[src/assert_macros.svh]
// Assertion helpers shared by the RTL files. Every macro samples on the rising
// edge of clk_i and is switched off while rst_ni is low.
`ifndef ASSERT_MACROS_SVH
`define ASSERT_MACROS_SVH
`ifndef SYNTHESIS
// The property must hold at every sampled edge.
`define BHPQ_ASSERT(label, prop, msg) \
  label: assert property (@(posedge clk_i) disable iff (!rst_ni) (prop)) else $error(msg);
// The condition must never be true at a sampled edge.
`define BHPQ_ASSERT_NEVER(label, cond, msg) \
  label: assert property (@(posedge clk_i) disable iff (!rst_ni) !(cond)) else $error(msg);
`else
`define BHPQ_ASSERT(label, prop, msg)
`define BHPQ_ASSERT_NEVER(label, cond, msg)
`endif
`endif

[src/bhpq_pkg.sv]
package bhpq_pkg;

  // Heap geometry.
  localparam int CAPACITY  = 256;
  localparam int KEY_WIDTH = 32;
  localparam int ADDR_W    = $clog2(CAPACITY);
  localparam int COUNT_W   = 9;
  localparam int CHILD_W   = ADDR_W + 2;

  // Depth of the request queue between front and back.
  localparam int QUEUE_DEPTH = 2;
  localparam int QPTR_W      = $clog2(QUEUE_DEPTH);
  localparam int QCNT_W      = $clog2(QUEUE_DEPTH + 1);

  typedef logic signed [KEY_WIDTH-1:0] key_t;

  // Input command codes.
  localparam logic CMD_PUSH = 1'b0;
  localparam logic CMD_POP  = 1'b1;

  // Result status codes.
  typedef enum logic [1:0] {
    STATUS_DONE  = 2'd0,
    STATUS_EMPTY = 2'd1,
    STATUS_FULL  = 2'd2
  } status_e;

  // Operation the back end carries out for a classified request.
  typedef enum logic [1:0] {
    OP_PUSH   = 2'd0,
    OP_POP    = 2'd1,
    OP_REJECT = 2'd2
  } op_e;

  typedef struct packed {
    logic command;
    key_t key;
  } in_item_t;

  typedef struct packed {
    key_t             popped_key;
    key_t             top_key;
    logic [COUNT_W-1:0] entry_count;
    logic [1:0]       status;
  } out_item_t;

  // Classified request: the count is the fill level after the operation.
  typedef struct packed {
    op_e                op;
    logic [1:0]         status;
    key_t               key;
    logic [COUNT_W-1:0] count;
  } cmd_t;

  // True when key a is served strictly before key b.
  function automatic logic precedes(key_t a, key_t b, logic smallest_first);
    return smallest_first ? (a < b) : (a > b);
  endfunction

endpackage

[src/bhpq_cmd_fifo.sv]
`include "assert_macros.svh"

module bhpq_cmd_fifo (
  input  logic           clk_i,
  input  logic           rst_ni,
  input  logic           push_i,
  input  bhpq_pkg::cmd_t wdata_i,
  output logic           full_o,
  output logic           valid_o,
  input  logic           pop_i,
  output bhpq_pkg::cmd_t rdata_o
);
  import bhpq_pkg::*;

  cmd_t              entries_q [QUEUE_DEPTH];
  logic [QPTR_W-1:0] wr_ptr_d, wr_ptr_q, rd_ptr_d, rd_ptr_q;
  logic [QCNT_W-1:0] cnt_d, cnt_q;

  assign full_o  = (cnt_q == QCNT_W'(QUEUE_DEPTH));
  assign valid_o = (cnt_q != '0);
  assign rdata_o = entries_q[rd_ptr_q];

  // Pointer and occupancy update.
  always_comb begin
    wr_ptr_d = wr_ptr_q;
    rd_ptr_d = rd_ptr_q;
    if (push_i) begin
      wr_ptr_d = (wr_ptr_q == QPTR_W'(QUEUE_DEPTH - 1)) ? '0 : wr_ptr_q + 1'b1;
    end
    if (pop_i) begin
      rd_ptr_d = (rd_ptr_q == QPTR_W'(QUEUE_DEPTH - 1)) ? '0 : rd_ptr_q + 1'b1;
    end
    cnt_d = cnt_q + QCNT_W'(push_i) - QCNT_W'(pop_i);
  end

  always_ff @(posedge clk_i or negedge rst_ni) begin
    if (!rst_ni) begin
      wr_ptr_q <= '0;
      rd_ptr_q <= '0;
      cnt_q    <= '0;
    end else begin
      wr_ptr_q <= wr_ptr_d;
      rd_ptr_q <= rd_ptr_d;
      cnt_q    <= cnt_d;
    end
  end

  // Storage needs no reset.
  always_ff @(posedge clk_i) begin
    if (push_i) begin
      entries_q[wr_ptr_q] <= wdata_i;
    end
  end

  `BHPQ_ASSERT_NEVER(a_no_overflow, push_i && full_o, "request queue written while full")
  `BHPQ_ASSERT_NEVER(a_no_underflow, pop_i && !valid_o, "request queue read while empty")

endmodule

[config.mk]
export PLATFORM = sky130hd
export DESIGN_NAME = bhpq_cmd_fifo
export DESIGN_NICKNAME = d
export VERILOG_FILES = /design/src/bhpq_pkg.sv /design/src/bhpq_cmd_fifo.sv
export VERILOG_INCLUDE_DIRS = /design/src /design/src/src
export SDC_FILE = /design/constraint.sdc
export NUM_CORES = 1
export LEC_CHECK = 0
export ABC_AREA = 1
export BUFFER_PORTS_ARGS = -buffer_cell sky130_fd_sc_hd__buf_2
export CORE_MARGIN = 2
export CORE_UTILIZATION = 50
export CTS_CLUSTER_DIAMETER = 120
export DETAILED_ROUTE_END_ITERATION = 10
export PLACE_DENSITY = 0.86
export SKIP_LAST_GASP = 1
export SYNTH_ARGS = -nofsm -noshare
export SYNTH_HDL_FRONTEND = slang
export SYNTH_SLANG_ARGS = --single-unit
[constraint.sdc]
create_clock -name clk_i -period 3.8 [get_ports clk_i]
set_input_delay 0.76 -clock clk_i [delete_from_list [all_inputs] [get_ports clk_i]]
set_output_delay 0.76 -clock clk_i [all_outputs]
set_load 0.1 [all_outputs]
==> out/metrics.csv <==
metric;value;unit
r2r_start;wr_ptr_q;
grt_max_degree;53;
drc;0;
wl_per_cell;12.5;um
reg2reg_depth;2;
critPathKind;flip-flop to primary output;
rr_endpoint;entries_q[0][27];
max_stage_delay;790;ps
critPathRequiredTime;3040;ps
area_delta_synth_final;21.1;%
vias_per_cell;4.57;
min_period_over_period;0.748;
rsz0062_at_grt;false;
final_cells;459;
cpLargestDelayFamily;flip-flops;
crit_chain;buf_12 > nand2_1 > o21ai_1 > buf_2;
dr.pass1.iters;4;
synth_top_cell_by_area;edfxtp_1;
syn_area;3590;um^2
worstPathMaxFanout;52;
fin_nets;409;
cp-start-kind;flip-flop;
die-area;7870;um^2
cts_setup_buffers;0;
crit_slowest_cell;dfrtp_2;
cts_max_level;3;
hold_class;primary input to async pin;
core;6870;um^2
dp_hpwl;3930;um
grt_pass1_vias;1965;
ys.flop_type;edfxtp_1;
critPathCaptureType;primary output;
die_x;88.7;um
fin_crit;2840;ps
cts_max_path_buffers;2;
synth_common_cells;90 x edfxtp_1, 52 x inv_1, 52 x nand2_1, 45 x o21ai_1, 10 x buf_6;
pin_count;96;
cts_tree;done;
clock.fmax;352;MHz
synth.area.top_cells;edfxtp_1 75%, o21ai_1 6.3%, inv_1 5.4%;
ctsHoldBuffers;0;
ys_ff_latch;94;
maxSlewHeadroom;0.346;
r2r_setup_slack;2030;ps
setup_tns;0;ps
cap_violations;0;
avgSynthCellArea;13.8;um^2
drive_gt1_frac;0.317;
cts_root_buf;clkbuf_8;
dp.cells;443;
ys_seq_area_frac;0.782;
antenna_found_initial;0;
n_antenna_cell;0;
synth_nets;311;
ant_nets;0;
insertion_delay;340;ps
fp.dieH;88.7;um
status;complete, no violations;
cts_sinks;94;
port_buffers;95;
synth-edff-count;90;
arrival;2080;ps
grt_usage;0.149;
rows;30;
skew;8.53;ps
final_core_utilization;0.632;
yosysMostFrequentCell;edfxtp_1;
design_area;4340;um^2
drt_iter0_markers;90;
drv_slew;0;
gp_congestion;0.679;
tightest_slew;980;ps
synth_cells;260;
cts-resized-gates;0;
grt.overflow.total;0;
timing.critical_path.buf_inv;2;
routed_wl;5750;um
cts_buffers;9;
synthDistinctLibCells;10;
yosys_warnings;0;
final_hold_viol_count;0;
initial_utilization;0.522;
setup_viol;0;
synthArstFlopShare;0.0426;
clkSlewWorstSetupHoldPaths;80;ps
grt_pass1_wl;8550;um
num_vias;2096;
place_area;4110;um^2
synth_top_area_share;0.754;
## layout by cell type (no fill, tap or decap)
cell       instances
buf_12             1
buf_2             95
buf_4              1
bufinv_16          3
clkbuf_8           9
clkinv_1           1
clkinv_2           2
clkinv_4           1
dfrtp_1            3
dfrtp_2            1
edfxtp_1          90
ha_1               2
inv_1             51
inv_2              1
nand2_1           52
nand3_1            1
nor2_1             1
nor2_4             1
o21ai_1           45
xor2_1             2
## worst max path at each step
stage             start              end  slack, ps  cells past startpoint
5_1_grt        rd_ptr_q      rdata_o[22]        850                      4
3_3_place_gp   rd_ptr_q      rdata_o[22]       1340                      4
3_5_place_dp   rd_ptr_q      rdata_o[22]       1330                      4
4_1_cts        rd_ptr_q      rdata_o[22]        950                      4
6_report       rd_ptr_q      rdata_o[22]        960                      4
2_1_floorplan    push_i  entries_q[0][0]        660                      2
## worst register-to-register path, delay by kind of cell (launching register included)
kind | cells | cell delay [ps]
buffers and inverters | 1 | 430
and+or+nand+nor | 1 | 580
DFF | 1 | 430
## metrics by stage
step           hold slack (ps)  setup slack (ps)
3_5_place_dp               557              1330
3_3_place_gp               529              1340
5_1_grt                    198               846
6_report                   211               956
2_1_floorplan              461               660
4_1_cts                    194               948
## area by class of cell
cell class | instances | area (um^2)
sequential | 94 | 2800
fill | 527 | 2530
timing repair buffer | 97 | 503
multi-input combinational | 104 | 483
inverter | 52 | 195
clock buffer | 9 | 124
tap | 96 | 120
clock inverter | 7 | 113
## per-layer routing
layer  global-route usage  routed length, um  up-vias
met1                0.161               2330      957
met4               0.0702                 92        0
li1                     -                  -     1064
met2                0.265               2970       64
met5                    0                  0        -
met3               0.0466                353       11
## kinds of logic after synthesis
kind of cell	Yosys count	share of synthesized area
AO/OA/AOI/OAI	45	0.0628
XOR/XNOR	2	0.00489
adder cells (fa/ha/maj)	2	0.00698
buffers and inverters	62	0.0858
flip-flops	94	0.782
AND/OR/NAND/NOR	55	0.0579
## sequential cells by signal, summed over array words and instances, names as in the netlist
| register | count |
|---|---|
| rd_ptr_q | 1 |
| cnt_q | 2 |
| entries_q | 90 |
| wr_ptr_q | 1 |
Power is not shown: default switching activity piles up to over one toggle a cycle in this logic, so the estimate is an artifact.
