==> src/assert_macros.svh <==
// Assertion helpers shared by the RTL files. Every macro samples on the rising
// edge of clk_i and is switched off while rst_ni is low.
`ifndef ASSERT_MACROS_SVH
`define ASSERT_MACROS_SVH
`ifndef SYNTHESIS
// The property must hold at every sampled edge.
`define BHPQ_ASSERT(label, prop, msg) \
  label: assert property (@(posedge clk_i) disable iff (!rst_ni) (prop)) else $error(msg);
// The condition must never be true at a sampled edge.
`define BHPQ_ASSERT_NEVER(label, cond, msg) \
  label: assert property (@(posedge clk_i) disable iff (!rst_ni) !(cond)) else $error(msg);
`else
`define BHPQ_ASSERT(label, prop, msg)
`define BHPQ_ASSERT_NEVER(label, cond, msg)
`endif
`endif

==> src/bhpq_pkg.sv <==
package bhpq_pkg;

  // Heap geometry.
  localparam int CAPACITY  = 256;
  localparam int KEY_WIDTH = 32;
  localparam int ADDR_W    = $clog2(CAPACITY);
  localparam int COUNT_W   = 9;
  localparam int CHILD_W   = ADDR_W + 2;

  // Depth of the request queue between front and back.
  localparam int QUEUE_DEPTH = 2;
  localparam int QPTR_W      = $clog2(QUEUE_DEPTH);
  localparam int QCNT_W      = $clog2(QUEUE_DEPTH + 1);

  typedef logic signed [KEY_WIDTH-1:0] key_t;

  // Input command codes.
  localparam logic CMD_PUSH = 1'b0;
  localparam logic CMD_POP  = 1'b1;

  // Result status codes.
  typedef enum logic [1:0] {
    STATUS_DONE  = 2'd0,
    STATUS_EMPTY = 2'd1,
    STATUS_FULL  = 2'd2
  } status_e;

  // Operation the back end carries out for a classified request.
  typedef enum logic [1:0] {
    OP_PUSH   = 2'd0,
    OP_POP    = 2'd1,
    OP_REJECT = 2'd2
  } op_e;

  typedef struct packed {
    logic command;
    key_t key;
  } in_item_t;

  typedef struct packed {
    key_t             popped_key;
    key_t             top_key;
    logic [COUNT_W-1:0] entry_count;
    logic [1:0]       status;
  } out_item_t;

  // Classified request: the count is the fill level after the operation.
  typedef struct packed {
    op_e                op;
    logic [1:0]         status;
    key_t               key;
    logic [COUNT_W-1:0] count;
  } cmd_t;

  // True when key a is served strictly before key b.
  function automatic logic precedes(key_t a, key_t b, logic smallest_first);
    return smallest_first ? (a < b) : (a > b);
  endfunction

endpackage

==> src/bhpq_front.sv <==
module bhpq_front (
  input  logic               clk_i,
  input  logic               rst_ni,
  input  logic               in_valid_i,
  output logic               in_ready_o,
  input  bhpq_pkg::in_item_t in_item_i,
  output logic               q_push_o,
  output bhpq_pkg::cmd_t     q_cmd_o,
  input  logic               q_full_i
);
  import bhpq_pkg::*;

  logic [COUNT_W-1:0] count_d, count_q;

  assign in_ready_o = !q_full_i;
  assign q_push_o   = in_valid_i && in_ready_o;

  // Classify the request against the fill level it will find.
  always_comb begin
    q_cmd_o.key    = in_item_i.key;
    q_cmd_o.count  = count_q;
    q_cmd_o.status = STATUS_DONE;
    q_cmd_o.op     = OP_REJECT;
    if (in_item_i.command == CMD_PUSH) begin
      if (count_q == COUNT_W'(CAPACITY)) begin
        q_cmd_o.status = STATUS_FULL;
      end else begin
        q_cmd_o.op    = OP_PUSH;
        q_cmd_o.count = count_q + 1'b1;
      end
    end else begin
      if (count_q == '0) begin
        q_cmd_o.status = STATUS_EMPTY;
      end else begin
        q_cmd_o.op    = OP_POP;
        q_cmd_o.count = count_q - 1'b1;
      end
    end
  end

  assign count_d = q_push_o ? q_cmd_o.count : count_q;

  // Fill level as seen by accepted requests.
  always_ff @(posedge clk_i or negedge rst_ni) begin
    if (!rst_ni) begin
      count_q <= '0;
    end else begin
      count_q <= count_d;
    end
  end

endmodule

==> config.mk <==
export PLATFORM = sky130hd
export DESIGN_NAME = bhpq_front
export DESIGN_NICKNAME = d
export VERILOG_FILES = /design/src/assert_macros.svh /design/src/bhpq_pkg.sv /design/src/bhpq_front.sv
export SDC_FILE = /design/constraint.sdc
export NUM_CORES = 1
export LEC_CHECK = 0
export BUFFER_PORTS_ARGS = -buffer_cell sky130_fd_sc_hd__buf_2
export CAP_MARGIN = 40
export CORE_MARGIN = 3
export CORE_UTILIZATION = 36
export DETAILED_ROUTE_END_ITERATION = 6
export PLACE_DENSITY = 0.77
export SLEW_MARGIN = 20
export SYNTH_ARGS = -nofsm -noshare
export SYNTH_HDL_FRONTEND = slang
export SYNTH_SLANG_ARGS = --single-unit
==> constraint.sdc <==
create_clock -name clk_i -period 2.2 [get_ports clk_i]
set_input_delay 0.44 -clock clk_i [delete_from_list [all_inputs] [get_ports clk_i]]
set_output_delay 0.44 -clock clk_i [all_outputs]
set_load 0.1 [all_outputs]
==> reports/summary.txt, run 1 <==
=====================================================================================================
First-pass GRT wire length                                                                   4.698 mm
Sw Ratio                                                                                       54.16%
DR pass1 iterations                                                                                 4
Setup TNS                                                                                   -4.995 ns
Main combinational cell family by area after synthesis                                   buffers and inverters
Peak ir drop on the vdd network                                                             0.8977 mV
Antenna violations before repair                                                                    0
Clock net sink count                                                                                9
Worst endpoint required time                                                                  1.76 ns
Io pins                                                                                            84
Via count                                                                                        1031
Transition time at the pin with the least slew margin                                       0.4825 ns
Final period util                                                                              121.5%
GRT Total Usage                                                                                17.04%
Vertical die dimension                                                                       60.67 um
Leakage power of the design                                                              0.0007001 uW
Synthesis-to-layout area growth                                                                64.19%
Combined buffer and inverter count along the critical path                                          1
Peak Freq                                                                                  0.3740 GHz
Post-synthesis cell area                                                                    1076 um^2
Routed wire length                                                                           3.327 mm
RSZ-0062 raised after global routing                                                              yes
Met1 Wirelength                                                                              1.170 mm
Element type at the critical path end                                                      output pin
Core Region                                                                                 2805 um^2
Width of the chip                                                                            60.67 um
Detail-routed net length per standard cell                                                   17.98 um
Registers with the most flip-flops                                                       count_q: 9 flops
Fraction of power consumed by combinational cells                                               86.0%
Post-synthesis share of cell area spent on full adders, half adders and majority gates         2.326%
Critical path start-end classification                                                   flip-flop to output pin
Post-synthesis compound-gate area fraction                                                     11.40%
Number of inserted filler cells in the final layout                                               215
Clock network latency to the later pin of the worst-skew pair                                 0.28 ns
Post-Synth Simple-Gate Area                                                                    23.84%
Number of global-route vias before repair                                                         976
Number of register bits inferred by synthesis                                                       9
Hold Worst Slack                                                                          0.005004 ns
Num rows                                                                                           19
Number of antenna diodes                                                                            0
Top delay family on crit path                                                            simple AND/OR/NAND/NOR gates
Maximum number of pins on one net before global-route repair                                       22
Cell internal power dissipation                                                               1458 uW
Result of the run                                                                        finished, violations left
Area of the die                                                                             3681 um^2
Mean number of vias per cell                                                                    5.573
Number of buffers inserted by port buffering                                                       19
# Max-Cap Violations                                                                                0
Sequential share of power                                                                        9.6%
Crit path cell chain                                                                     or4b_4 > o32ai_4 > nand3_4 > xnor2_4 > buf_12
Clock tree from TritonCTS                                                                         yes
Worst max-slew margin expressed relative to the limit                                          68.06%
Synthesized Nets                                                                                  176
H-tree levels                                                                                       1
Routability congestion estimate                                                                0.8620
Synthesized-area fraction occupied by xor and xnor cells                                       12.21%
Setup Viol. Count Final                                                                            13
Violations in the final reports                                                          negative setup slack
Layout cell share with drive strength beyond 1                                                 61.69%
Ratio of total power to cell area                                                        1800 nW/um^2
Clock Pin Slew Worst Setup and Hold Paths                                                     0.07 ns
Crit path setup slack, layout                                                              -0.4737 ns
Mean cell area of the mapped netlist                                                       7.854 um^2
Kind of launch point of the worst setup path                                                flip-flop
Clock root cell                                                                              clkbuf_4
WL met2                                                                                      1.728 mm
GRT overflow                                                                                        0
CTS Buffer Depth                                                                                    2
Share of total power in the clock network                                                        4.5%
Share of synthesized area spent on multiplexers                                               0.9302%
Largest stage delay on the critical path                                                      0.57 ns
Most frequent standard cell in the layout excluding fill and tap cells                          buf_4
Detailed router's first-iteration violation count                                                  17
Max reg flops                                                                                       9
Power spent charging and discharging nets                                                     1723 uW
Signal arrival time at the worst endpoint                                                     2.23 ns
Depth of the critical timing path with buffers and inverters included                               5
Cell with the biggest individual delay on the critical path                                    or4b_4
R2R Path End                                                                             count_q[5]$_DFFE_PN0P_
Final hold viol count                                                                               0
Number of cells on the worst reg-to-reg path                                                        7
Post-layout minimum cycle time                                                               2.674 ns
Number of library cell types mapped by synthesis                                                   36
Num CTS Buffers                                                                                     3
Worst-path maximum fanout                                                                           4
Register-to-register path setup slack                                                         0.15 ns
Largest register by flop count                                                                count_q
Largest clock skew in the final design                                                    0.001582 ns
Detailed Place HPWL                                                                          2.180 mm
Final core occ                                                                                 62.98%
Hold bufs inserted after CTS                                                                        0
Number of design rule violations left after detail routing                                          0
Starting utilization of the core area                                                          38.36%
Total number of nets in the final design                                                          194
Routed Antenna Nets                                                                                 0
Part of the Yosys area used for sequential elements                                            20.93%
Launching point of the worst reg2reg path                                                count_q[1]$_DFFE_PN0P_
Instance count of the mapped netlist                                                              137
Commonest cells after routing, fill and taps aside                                       buf_4, buf_12, xnor2_1
Yosys synthesis warning count                                                                       0
Wire length on met3                                                                            301 um
Top layer used by detailed routing                                                               met4
Number of max-slew violations in the final report                                                   0
Type of the most critical hold path                                                      input pin to asynchronous set/reset pin
=====================================================================================================
==> Yosys cell counts, drive strengths merged <==
library cell   n  share of area (%)
or2            1               0.58
nand3          7                3.3
nand4b         1               0.81
or4b           1               0.93
nor2           4                1.4
o31ai          2                1.4
o22ai          1               0.58
nand2b         4                2.3
nor3           5                2.3
nor2b          2                1.2
clkinv         1               0.35
nand4          1               0.58
o211ai         2                1.4
buf           35                 25
nor4           2                1.2
or3            1                1.0
ha             2                2.3
o31a           1               0.81
a21bo          1               0.93
xnor2         15                 12
and2           1               0.58
and3           1               0.58
o32ai          1                1.5
nand3b         2                1.4
o21ai          3                1.4
clkbuf         4                1.4
inv            6                2.1
dfrtp          9                 21
a31oi          1               0.58
or4            1                1.0
mux2i          1               0.93
nand2         11                3.8
a21oi          6                2.8
or3b           1               0.81
==> stage by stage <==
stage | cells | setup slack [ns] | total power, uW | instance area (um^2)
after detailed placement | 167 | -0.1952 | 2659 | 1473
final | 185 | -0.4737 | 3181 | 1767
after CTS | 177 | -0.4738 | 3002 | 1648
after floorplan | 137 | -0.5310 | 2207 | 1304
after global routing | 185 | -0.5210 | 3305 | 1767
after global placement | 167 | -0.1663 | 2616 | 1473
==> worst register-to-register path, delay by kind of cell, from the launching register on <==
family	cells	cell delay [ns]
adder cells (fa/ha/maj)	1	0.12
flip-flops	1	0.41
AND/OR/NAND/NOR	3	1.07
XOR/XNOR	1	0.13
buffers and inverters	2	0.23
==> power groups by stage <==
| stage | clock (uW) | combinational, uW | sequential (uW) |
|---|---|---|---|
| final | 142 | 2730 | 305 |
| after global routing | 149 | 2850 | 310 |
| after CTS | 141 | 2560 | 300 |
| after detailed placement | 0 | 2360 | 303 |
| after global placement | 0 | 2320 | 298 |
| after floorplan | 0 | 1870 | 340 |
==> final cells by class <==
cell class	instances	area [um^2]	share of cell area, %
Multi-Input combinational cell	83	863.3	48.87
Timing Repair Buffer	51	580.6	32.86
Sequential cell	9	227.7	12.89
Tap cell	31	38.79	2.195
Inverter	7	30.03	1.700
Clock buffer	4	26.28	1.487
==> layer usage <==
layer / global-route usage (%) / vias up
met1: 18.30 / 495
li1: - / 465
met4: 12.07 / 0
met5: 0 / -
met3: 5.532 / 19
met2: 28.09 / 52
==> worst max path at each step <==
stage,startpoint,endpoint
finish,count_q[2]$_DFFE_PN0P_,q_cmd_o[7]
global route,count_q[1]$_DFFE_PN0P_,q_cmd_o[1]
CTS,count_q[1]$_DFFE_PN0P_,q_cmd_o[4]
detailed placement,count_q[1]$_DFFE_PN0P_,q_cmd_o[7]
global placement,count_q[1]$_DFFE_PN0P_,q_cmd_o[7]
floorplan,count_q[0]$_DFFE_PN0P_,q_cmd_o[1]
==> repair_timing <==
action / 4_1_cts / 5_1_grt
resized for setup: 24 / 13
setup buffers: 5 / 8
endpoints found under the setup margin: 13 / 13
cloned: 1 / 0
pin swaps: 11 / 12
==> kinds of logic after synthesis <==
family	count (synthesis)
buf+inv	46
simple gates	46
compound gates	18
xor+xnor	15
flops	9
fa+ha+maj	2
mux	1
Power figures use the tool's default switching activity.
==> run 2: changes to the inputs <==
--- a/config.mk
+++ b/config.mk
@@ -8,9 +8,9 @@
 export BUFFER_PORTS_ARGS = -buffer_cell sky130_fd_sc_hd__buf_2
 export CAP_MARGIN = 40
 export CORE_MARGIN = 3
-export CORE_UTILIZATION = 36
+export CORE_UTILIZATION = 35
 export DETAILED_ROUTE_END_ITERATION = 6
-export PLACE_DENSITY = 0.77
+export PLACE_DENSITY = 0.75
 export SLEW_MARGIN = 20
 export SYNTH_ARGS = -nofsm -noshare
 export SYNTH_HDL_FRONTEND = slang
==> reports/summary.txt, run 2 (synthesis results as in run 1) <==
=====================================================================================
Top delay family on crit path                                            simple AND/OR/NAND/NOR gates
Power spent charging and discharging nets                                     1647 uW
Number of antenna diodes                                                            0
Peak ir drop on the vdd network                                             0.7679 mV
Signal arrival time at the worst endpoint                                     2.20 ns
GRT overflow                                                                        0
Met1 Wirelength                                                              1.127 mm
Number of inserted filler cells in the final layout                               244
Clock tree from TritonCTS                                                         yes
Fraction of power consumed by combinational cells                               85.3%
Violations in the final reports                                          negative setup slack
Largest stage delay on the critical path                                      0.56 ns
Detailed router's first-iteration violation count                                  15
Width of the chip                                                            61.45 um
Largest register by flop count                                                count_q
Wire length on met3                                                            231 um
Most frequent standard cell in the layout excluding fill and tap cells          buf_4
Io pins                                                                            84
First-pass GRT wire length                                                   4.671 mm
Cell with the biggest individual delay on the critical path                     or4_4
RSZ-0062 raised after global routing                                              yes
Largest clock skew in the final design                                   0.0006037 ns
Worst max-slew margin expressed relative to the limit                          67.98%
Post-route cell area                                                        1672 um^2
Critical path start-end classification                                   flip-flop to output pin
Synthesis-to-layout area growth                                                55.35%
GRT Total Usage                                                                16.47%
Sequential share of power                                                       10.0%
Result of the run                                                        finished, violations left
Kind of launch point of the worst setup path                                flip-flop
Worst slack at placement                                                   -0.2014 ns
Ratio of total power to cell area                                        1807 nW/um^2
Peak Freq                                                                  0.3782 GHz
Post-layout minimum cycle time                                               2.644 ns
Via count                                                                         958
Final hold viol count                                                               0
Starting utilization of the core area                                          37.72%
Sw Ratio                                                                       54.53%
Post-Layout Cell Count                                                            179
Crit path cell chain                                                     or4_4 > or3_4 > nand3_4 > xnor2_4 > buf_12
Routed Antenna Nets                                                                 0
# Max-Cap Violations                                                                0
Area of the die                                                             3775 um^2
Number of cells on the worst reg-to-reg path                                        6
DR pass1 iterations                                                                 4
Routed wire length                                                           3.109 mm
Transition time at the pin with the least slew margin                       0.4837 ns
Worst endpoint required time                                                  1.76 ns
Hold bufs inserted after CTS                                                        0
Leakage power of the design                                              0.0006624 uW
Share of total power in the clock network                                        4.6%
Total number of nets in the final design                                          188
Number of global-route vias before repair                                         971
Worst-path maximum fanout                                                           7
Maximum number of pins on one net before global-route repair                       22
Top layer used by detailed routing                                               met4
CTS Buffer Depth                                                                    2
Crit path setup slack, layout                                              -0.4440 ns
WL met2                                                                      1.674 mm
Number of design rule violations left after detail routing                          0
Detailed Place HPWL                                                          2.398 mm
Registers with the most flip-flops                                       count_q: 9 flops
Clock net sink count                                                                9
Final period util                                                              120.2%
Setup Viol. Count Final                                                            13
H-tree levels                                                                       1
Type of the most critical hold path                                      input pin to asynchronous set/reset pin
Clock network latency to the later pin of the worst-skew pair                 0.27 ns
Vertical die dimension                                                       61.45 um
Depth of the critical timing path with buffers and inverters included               5
Core Region                                                                 2853 um^2
Number of max-slew violations in the final report                                   0
Max reg flops                                                                       9
Total power consumption of the routed design                                  3021 uW
Num rows                                                                           19
Cell internal power dissipation                                               1374 uW
Layout cell share with drive strength beyond 1                                 57.43%
Commonest cells after routing, fill and taps aside                       buf_4, buf_12, xnor2_1
Number of buffers inserted by port buffering                                       19
Mean number of vias per cell                                                    5.352
Combined buffer and inverter count along the critical path                          1
Clock root cell                                                              clkbuf_4
Post-placement cell area                                                    1503 um^2
Cell count after placement                                                        171
Detail-routed net length per standard cell                                   17.37 um
Element type at the critical path end                                      output pin
Antenna violations before repair                                                    0
Clock Pin Slew Worst Setup and Hold Paths                                     0.07 ns
Num CTS Buffers                                                                     3
Routability congestion estimate                                                0.8214
=====================================================================================
[run 2: through the flow]
| step | utilization [%] | hold WS (ns) | TNS [ns] |
|---|---|---|---|
| finish | 58.60 | 0.01699 | -4.550 |
| floorplan | - | 0.1444 | -3.049 |
| global route | 58.60 | 0.01936 | -5.291 |
| CTS | 56.80 | 0.01892 | -4.875 |
| detailed placement | 52.68 | 0.3158 | -1.249 |
| global placement | 52.68 | 0.3090 | -1.202 |
[run 2: metal layers]
metal | GRT usage [%] | up-vias
li1 | - | 454
met1 | 17.02 | 456
met2 | 30.97 | 32
met3 | 4.612 | 16
met4 | 6.667 | 0
met5 | 0 | -
[run 2: worst paths after layout]
| check | from | endpoint | slack (ns) |
|---|---|---|---|
| worst max-delay path | count_q[5]$_DFFE_PN0P_ | q_cmd_o[7] | -0.44 |
| worst min-delay path | rst_ni | count_q[3]$_DFFE_PN0P_ | 0.02 |
| worst max register to register | count_q[5]$_DFFE_PN0P_ | count_q[2]$_DFFE_PN0P_ | 0.19 |
| worst min register to register | count_q[0]$_DFFE_PN0P_ | count_q[0]$_DFFE_PN0P_ | 0.62 |
| max in group asynchronous | rst_ni | count_q[5]$_DFFE_PN0P_ | 1.97 |
| min in group clk_i | count_q[0]$_DFFE_PN0P_ | count_q[0]$_DFFE_PN0P_ | 0.62 |
[run 2: area by class of cell]
cell class                      instances  area (um^2)  area share [%]
Multi-Input combinational cell         82        814.5           48.73
Timing Repair Buffer                   46        534.3           31.96
Sequential cell                         9        227.7           13.62
Tap cell                               31        38.79           2.320
Inverter                                7        30.03           1.796
Clock buffer                            4        26.28           1.572
[run 2: power by group through the flow]
stage | combinational (uW) | sequential, uW | clock, uW
CTS | 2530 | 299 | 145
floorplan | 1870 | 340 | 0
global route | 2670 | 313 | 151
global placement | 2350 | 295 | 0
detailed placement | 2380 | 299 | 0
finish | 2580 | 303 | 139
[run 2: repair_timing]
action	in CTS	in global routing
setup buffers	3	1
pin swaps	5	13
gates resized for setup	18	10
setup endpoints to repair	13	13
==> run 3: changes to the inputs <==
--- a/config.mk
+++ b/config.mk
@@ -5,12 +5,13 @@
 export SDC_FILE = /design/constraint.sdc
 export NUM_CORES = 1
 export LEC_CHECK = 0
+export ABC_AREA = 1
 export BUFFER_PORTS_ARGS = -buffer_cell sky130_fd_sc_hd__buf_2
 export CAP_MARGIN = 40
 export CORE_MARGIN = 3
 export CORE_UTILIZATION = 35
 export DETAILED_ROUTE_END_ITERATION = 6
-export PLACE_DENSITY = 0.75
+export PLACE_DENSITY = 0.73
 export SLEW_MARGIN = 20
 export SYNTH_ARGS = -nofsm -noshare
 export SYNTH_HDL_FRONTEND = slang
==> reports/summary.txt, run 3 <==
=====================================================================================
Via count                                                                         976
Core Region                                                                 3153 um^2
Kind of launch point of the worst setup path                                flip-flop
Part of the Yosys area used for sequential elements                            18.89%
Fraction of registers with async set or reset after synthesis                  100.0%
Number of cells on the worst reg-to-reg path                                        9
Setup TNS                                                                -0.004031 ns
Detailed Place HPWL                                                          1.871 mm
Critical path start-end classification                                   flip-flop to output pin
# Max-Cap Violations                                                                0
Crit path setup slack, layout                                            -0.004031 ns
Clock root cell                                                              clkbuf_4
Number of library cell types mapped by synthesis                                   24
Routed wire length                                                           2.554 mm
Result of the run                                                        finished, violations left
Clock tree from TritonCTS                                                         yes
Vertical die dimension                                                       64.37 um
Number of design rule violations left after detail routing                          0
Clock network latency to the later pin of the worst-skew pair                 0.26 ns
Routed Antenna Nets                                                                 0
Starting utilization of the core area                                          37.82%
Register-to-register path setup slack                                         0.60 ns
Number of buffers inserted by port buffering                                       19
H-tree levels                                                                       1
Final period util                                                              100.2%
Most common cell type on the critical path                                    nand2_4
Top cell type by total area after synthesis                                     buf_4
Routability congestion estimate                                                0.8046
Width of the chip                                                            64.37 um
Number of inserted filler cells in the final layout                               309
Most frequent cell after synthesis                                            nand2_1
Launching point of the worst reg2reg path                                count_q[0]$_DFFE_PN0P_
Clock Pin Slew Worst Setup and Hold Paths                                     0.06 ns
Peak ir drop on the vdd network                                              1.156 mV
Instance count of the mapped netlist                                              169
Num rows                                                                           20
Number of global-route vias before repair                                         944
Largest register by flop count                                                count_q
Mean number of vias per cell                                                    4.582
Count of flip-flops with a built-in enable after synthesis                          0
Post-synthesis cell area                                                    1192 um^2
Ranking of synthesized cells by instance count                           nand2_1, buf_4, inv_1
Number of antenna diodes                                                            0
Largest clock skew in the final design                                   0.0007082 ns
Post-route cell area                                                        1476 um^2
Ratio of total power to cell area                                        2057 nW/um^2
Io pins                                                                            84
Most frequent standard cell in the layout excluding fill and tap cells        nand2_1
Clock net sink count                                                                9
Synthesis-to-layout area growth                                                23.82%
Worst endpoint required time                                                  1.76 ns
Worst setup startpoint                                                   count_q[0]$_DFFE_PN0P_
Area of the die                                                             4144 um^2
Transition time at the pin with the least slew margin                       0.4844 ns
First-pass GRT wire length                                                   4.312 mm
Type of the most critical hold path                                      input pin to asynchronous set/reset pin
Element type at the critical path end                                      output pin
Worst max-slew margin expressed relative to the limit                          67.93%
Largest stage delay on the critical path                                      0.39 ns
Signal arrival time at the worst endpoint                                     1.76 ns
Final hold viol count                                                               0
Violations in the final reports                                          negative setup slack
Number of max-slew violations in the final report                                   0
Most used flip-flop cell after synthesis                                      dfrtp_1
Leading cell types by total area after synthesis                         buf_4, dfrtp_1, nand2_1, nand3_2, xor2_1
R2R Path End                                                             count_q[6]$_DFFE_PN0P_
GRT overflow                                                                        0
Detailed router's first-iteration violation count                                  39
Mean cell area of the mapped netlist                                       7.056 um^2
Commonest cells after routing, fill and taps aside                       nand2_1, buf_12, buf_4
Antenna violations before repair                                                    0
CTS Buffer Depth                                                                    2
Maximum number of pins on one net before global-route repair                       14
Layout cell share with drive strength beyond 1                                 43.20%
Num CTS Buffers                                                                     3
Setup Viol. Count Final                                                             1
Synthesized Nets                                                                  208
Cell with the biggest individual delay on the critical path                   dfrtp_1
Peak Freq                                                                  0.4537 GHz
Leakage power of the design                                              0.0007330 uW
GRT Total Usage                                                                12.92%
Number of register bits inferred by synthesis                                       9
Detail-routed net length per standard cell                                   11.99 um
DR pass1 iterations                                                                 4
Total number of nets in the final design                                          209
Worst-path maximum fanout                                                           7
Top delay family on crit path                                            simple AND/OR/NAND/NOR gates
Post-placement cell area                                                    1351 um^2
Combined buffer and inverter count along the critical path                          2
RSZ-0062 raised after global routing                                              yes
Registers with the most flip-flops                                       count_q: 9 flops
Yosys synthesis warning count                                                       0
Crit path cell chain                                                     inv_2 > ha_4 > nand2_4 > nor2_8 > nand3_4 > nand2_8 > nand2_4 > and2_4 > buf_12
Yosys top cell area share                                                      21.41%
Post-layout minimum cycle time                                               2.204 ns
Max reg flops                                                                       9
=====================================================================================
==> run 3: cell type report <==
type | instances | area [um^2] | area share, %
Multi-Input combinational cell | 108 | 701.9 | 47.54
Timing Repair Buffer | 32 | 402.9 | 27.29
Sequential cell | 9 | 226.5 | 15.34
Inverter | 16 | 63.81 | 4.322
Tap cell | 44 | 55.05 | 3.729
Clock buffer | 4 | 26.28 | 1.780
==> run 3: cells by family (layout without fill, tap and decap cells) <==
family	count (synthesis)	in the layout	synth area share (%)
adder cells (fa/ha/maj)	2	2	2.098
XOR/XNOR	8	8	5.876
AO/OA/AOI/OAI	7	7	3.252
AND/OR/NAND/NOR	91	91	41.55
flip-flops	9	9	18.89
buffers and inverters	52	52	28.33
==> run 3: worst max-delay path by stage <==
| stage | to | slack, ns | cells past startpoint |
|---|---|---|---|
| 2_1_floorplan | q_cmd_o[43] | -0.05 | 5 |
| 4_1_cts | q_cmd_o[6] | -0.008 | 7 |
| 5_1_grt | q_cmd_o[0] | -0.09 | 9 |
| 3_3_place_gp | q_cmd_o[0] | 0.20 | 8 |
| 6_report | q_cmd_o[0] | -0.004 | 9 |
| 3_5_place_dp | q_cmd_o[0] | 0.15 | 8 |
==> run 3: what timing repair did <==
action,4_1_cts,5_1_grt
pin swaps,3,8
hold buffers,0,0
endpoints found under the setup margin,4,9
resized for setup,7,7
setup buffers,2,4
==> run 3: through the flow <==
stage	total power (uW)	hold WS [ns]	setup slack (ns)	util [%]	instances
4_1_cts	2965	0.02252	-0.008318	45.08	209
2_1_floorplan	2295	0.1444	-0.04564	-	169
6_report	3037	0.02132	-0.004031	46.83	213
3_5_place_dp	2765	0.3007	0.1461	42.86	203
5_1_grt	3188	0.03137	-0.09169	46.83	213
3_3_place_gp	2739	0.3003	0.1974	42.86	203
==> run 3: where the power goes <==
part	internal (uW)	total, uW	leakage [uW]	switching [uW]
clock	69.8	126	0.0000150	56.0
sequential	236	332	0.000115	95.5
combinational	916	2580	0.000603	1660
total	1220	3040	0.000733	1810
==> run 3: routing by layer <==
metal	track usage, %	part of all wire [%]	vias up
li1	-	-	494
met1	16.33	44	451
met2	20.10	50	25
met3	3.691	5.2	6
met4	6.069	1.1	0
met5	0	0	-
